--- src/hw/rtl/rbfpid_queue.sv ---
// Two-entry queue between front and back.
module rbfpid_queue #(
	parameter int WIDTH = 8
) (
	input  logic             clk,
	input  logic             arst_n,
	input  logic             in_valid,
	output logic             in_ready,
	input  logic [WIDTH-1:0] in_data,
	output logic             out_valid,
	input  logic             out_ready,
	output logic [WIDTH-1:0] out_data
);

	logic [WIDTH-1:0] ent0_q, ent1_q;
	logic             vld0_q, vld1_q;
	logic             push, pop;

	assign in_ready  = !vld1_q;
	assign out_valid = vld0_q;
	assign out_data  = ent0_q;
	assign push      = in_valid && in_ready;
	assign pop       = vld0_q && out_ready;

	always_ff @(posedge clk or negedge arst_n) begin
		if (!arst_n) begin
			vld0_q <= 1'b0;
			vld1_q <= 1'b0;
		end else if (pop && vld1_q) begin
			vld1_q <= 1'b0;
		end else if (pop) begin
			vld0_q <= push;
		end else if (push) begin
			if (vld0_q) begin
				vld1_q <= 1'b1;
			end else begin
				vld0_q <= 1'b1;
			end
		end
	end

	always_ff @(posedge clk) begin
		if (pop && vld1_q) begin
			ent0_q <= ent1_q;
		end else if (push && (pop || !vld0_q)) begin
			ent0_q <= in_data;
		end else if (push) begin
			ent1_q <= in_data;
		end
	end

endmodule

--- config.mk ---
export PLATFORM = sky130hd
export DESIGN_NAME = rbfpid_queue
export DESIGN_NICKNAME = d
export VERILOG_FILES = /design/src/hw/rtl/rbfpid_queue.sv
export SDC_FILE = /design/constraint.sdc
export NUM_CORES = 1
export LEC_CHECK = 0
export ABC_CLOCK_PERIOD_IN_PS = 2100
export BUFFER_PORTS_ARGS = -buffer_cell sky130_fd_sc_hd__buf_2
export CORE_UTILIZATION = 47
export CTS_CLUSTER_SIZE = 16
export DETAILED_ROUTE_END_ITERATION = 12
export HOLD_SLACK_MARGIN = 0.03
export PLACE_DENSITY = 0.72
export SYNTH_ARGS = -nofsm -noshare
export SYNTH_HDL_FRONTEND = slang
export SYNTH_SLANG_ARGS = --single-unit
--- constraint.sdc ---
create_clock -name clk -period 2.1 [get_ports clk]
set_input_delay 0.315 -clock clk [delete_from_list [all_inputs] [get_ports clk]]
set_output_delay 0.315 -clock clk [all_outputs]
set_load 0.05 [all_outputs]
==> results.md <==
- The run finished with clean final reports.
- The worst reg2reg path endpoint is ent1_q[0].
- The shortest clock period the worst path allows after layout is roughly 1.5 ns.
- The aggregate routed wire length is ~1 mm.
- The number of nets in the synthesized netlist is between 40 and 50.
- In this run, CTS created clock tree buffers numbering 3.
- Across the run, the number of max-cap violations was 0.
- The worst slew slack as a fraction of its limit is 74.24%.
- The count of buffers from port buffering is 21.
- The post-route clock skew is roughly 0.0077 ns.
- After detailed routing, the average wire length per cell comes to between 10 and 15 um.
- The number of failing setup endpoints in the final timing report is 0.
- The max-slew violation total from the final report was 0.
- The routed layout has a little over 400 vias.
- The startpoint identified for the worst hold timing path is in_data[3].
- In this run the mean area of a mapped cell was between 15 and 20 um^2.
- In this run the top signal layer used is met4.
- The synthesized area is roughly 690 um^2.
- After clock tree synthesis, the repair step resized 0 gates.
- The count of unresolved DRC violations after routing is 0.
- The total iterations of the first detailed-routing run is 4.
- The global-route wire length before repair is between 1.5 and 2 mm.
- The maximum buffer depth of the clock tree is 2.
- For the worst flop-to-flop path, the logic depth is 3.
- The via count of the first global-routing pass is around 340.
- Clock-pin slew was measured on the worst setup and hold paths at around 0.10 ns.
- Measured along the y axis, the die boundary spans around 40 um.
- The initial antenna violation count is 0.
- The register-to-register setup slack is 0.61 ns.
- The core box area is around 1300 um^2.
- The hold slack is between 0.2 and 0.25 ns.
- Synthesis produced 37 cells.
- Leaving out fill and tap cells, the most frequent cell in the layout is sky130_fd_sc_hd__buf_2.
- The die width is approximately 40 um.
- STA classifies the critical path endpoint as a flip-flop.
- The area growth from synthesis to layout is 25.32%.
- Setup repair after global routing left no endpoint under its margin.
- Row generation in the floorplan step produced 13 rows.
- The layout filler cell count is ~110.
- The areal power density over the cells is 1417 nW/um^2.
- The global route total overflow is 0.
- The count of distinct cell types in the synthesized netlist is 12.
- The highest achievable clock rate is roughly 670 MHz.
- Summed over all cells, the static leakage comes to between 0.3 and 0.4 nW.
- Counting flops and latches in the post-synthesis netlist gives 18.
- The total global-route track usage is about 15%.
- The type of the worst min-delay path is in2reg.
- The total inserted antenna cells is 0.
- The top cell types in the final layout, fill and taps aside, are sky130_fd_sc_hd__buf_2 (21), sky130_fd_sc_hd__edfxtp_1 (16), sky130_fd_sc_hd__mux2_2 (8).
- The count of nets left with antenna violations once routing finished came out at 0.
- Counting instances, the worst hold path has a depth of 1.
- Summed over all nets, wire length on met2 after detailed routing comes to roughly 540 um.
- Data arrives at the worst endpoint at roughly 1.5 ns.
- The largest net degree at the start of global routing is 11.
- The maximum fanout encountered on the critical timing path is 6.
- For the pin with the worst max-slew slack, the measured transition is between 0.3 and 0.4 ns.
- CTS built an H-tree with a depth of 1.
- The final HPWL from detailed placement is slightly below 800 um.
- The starting density of the core is about 52%.
- The element type at the critical path start is a flip-flop.
- During I/O placement, the number of pins put on the boundary was 22.
- The clock sink total is 18.
- The met3 wire length is 64 um.
- The share of post-route cells with drive strength above 1 is roughly 54%.
- The fraction of the yosys area taken by sequential cells is 76.67%.
- At the later pin of the worst-skew pair, clock insertion delay measures 0.28 ns.
- The startpoint identified for the worst register-to-register timing path is vld1_q.
- The TritonCTS clock tree is yes.
- The most critical setup path has its startpoint at vld1_q.
- The share of the clock period used by the worst path is between 70% and 80%.
- Summed over all failing endpoints, the final setup total negative slack is 0 ns.
- The worst hold path terminates at ent1_q[3].
- The die area is 1630 um^2.
- By startpoint and endpoint, the worst setup path is classified as reg2reg.
- For this block, the initial DRC count from the detailed router was 10.
- The via-per-instance ratio is about 5.0.
- For the worst setup path, the data required time is 2.10 ns.
- The cell at the root of the clock tree is sky130_fd_sc_hd__clkbuf_4.
- The weighted congestion reported at the end of routability-driven placement is about 0.64.
- The detailed router put a total of slightly above 400 um of wire on met1.
- The final hold violation count is 0.
- The Yosys step of the flow raised 0 warnings.
- At the end of the flow, the number of nets in the layout was a little under 80.
- VDD sags by at most roughly 900 uV.
## Yosys cell counts (all sizes together)
| cell type | instances | area, um^2 |
|---|---|---|
| a2bb2oi | 1 | 8.760 |
| a21oi | 2 | 10.01 |
| mux2 | 8 | 90.09 |
| nor3 | 1 | 5.000 |
| inv | 2 | 7.510 |
| o21ai | 1 | 5.000 |
| and2b | 1 | 7.510 |
| edfxtp | 16 | 480.5 |
| dfrtp | 2 | 50.05 |
| nand2 | 1 | 3.750 |
| nand2b | 1 | 6.260 |
| nand3 | 1 | 17.52 |
## state kept, by name, summed over array words and instances, names as in the netlist
name	flops
ent1_q	8
out_data	8
out_valid	1
vld1_q	1
## where the power goes
group          switching (W)  leakage (nW)  internal [W]
Sequential         0.0000501         0.172      0.000507
Clock              0.0000973        0.0154     0.0000689
Combinational       0.000368         0.162      0.000138
Total               0.000515         0.350      0.000714
## worst max-delay path by stage
stage | endpoint | depth (start not counted)
after CTS | ent1_q[0] | 3
final | ent1_q[0] | 3
after floorplan | ent1_q[0] | 2
after global routing | ent1_q[0] | 3
after global placement | ent1_q[1] | 3
after detailed placement | ent1_q[1] | 3
## per-layer routing
metal	global-route usage (%)	vias up
met2	23.81	16
met4	10.00	0
li1	-	197
met5	0	-
met1	18.93	188
met3	3.333	2
## cell type report
class	instances	area [um^2]	share of cell area, %
clock buffers	3	22.52	2.597
clock inverters	1	3.754	0.4329
inverters	2	7.507	0.8658
multi-input cells	17	153.9	17.75
flip-flops and latches	18	530.5	61.18
well taps	15	18.77	2.165
repair buffers	24	130.1	15.01
## critical path: stages, from the launching register on
cell                       delay, ns
sky130_fd_sc_hd__dfrtp_1        0.46
sky130_fd_sc_hd__nand2b_1       0.20
sky130_fd_sc_hd__nor3_1         0.32
sky130_fd_sc_hd__buf_4          0.23
## what timing repair did
action / in CTS / in global routing
endpoints found under the hold margin: 2 / 0
hold buffers: 1 / 0
buffers inserted: 0 / 0
## per-stage QoR
stage / std cells / utilization (%) / worst slack, ns / total power, W / cell area (um^2)
6_report: 80 / 65.01 / 0.6114 / 0.001229 / 867.1
4_1_cts: 80 / 65.01 / 0.6015 / 0.001243 / 867.1
2_1_floorplan: 37 / - / 0.2029 / 0.0009477 / 691.9
5_1_grt: 80 / 65.01 / 0.5188 / 0.001299 / 867.1
3_3_place_gp: 75 / 62.29 / 0.6735 / 0.001066 / 830.8
3_5_place_dp: 75 / 62.29 / 0.6119 / 0.001076 / 830.8
## logic make-up after synthesis
logic type | count (synthesis) | synth area share [%]
compound gates | 4 | 3.435
simple gates | 5 | 5.787
flops | 18 | 76.67
mux | 8 | 13.02
buf+inv | 2 | 1.085
Power figures use the tool's default switching activity.
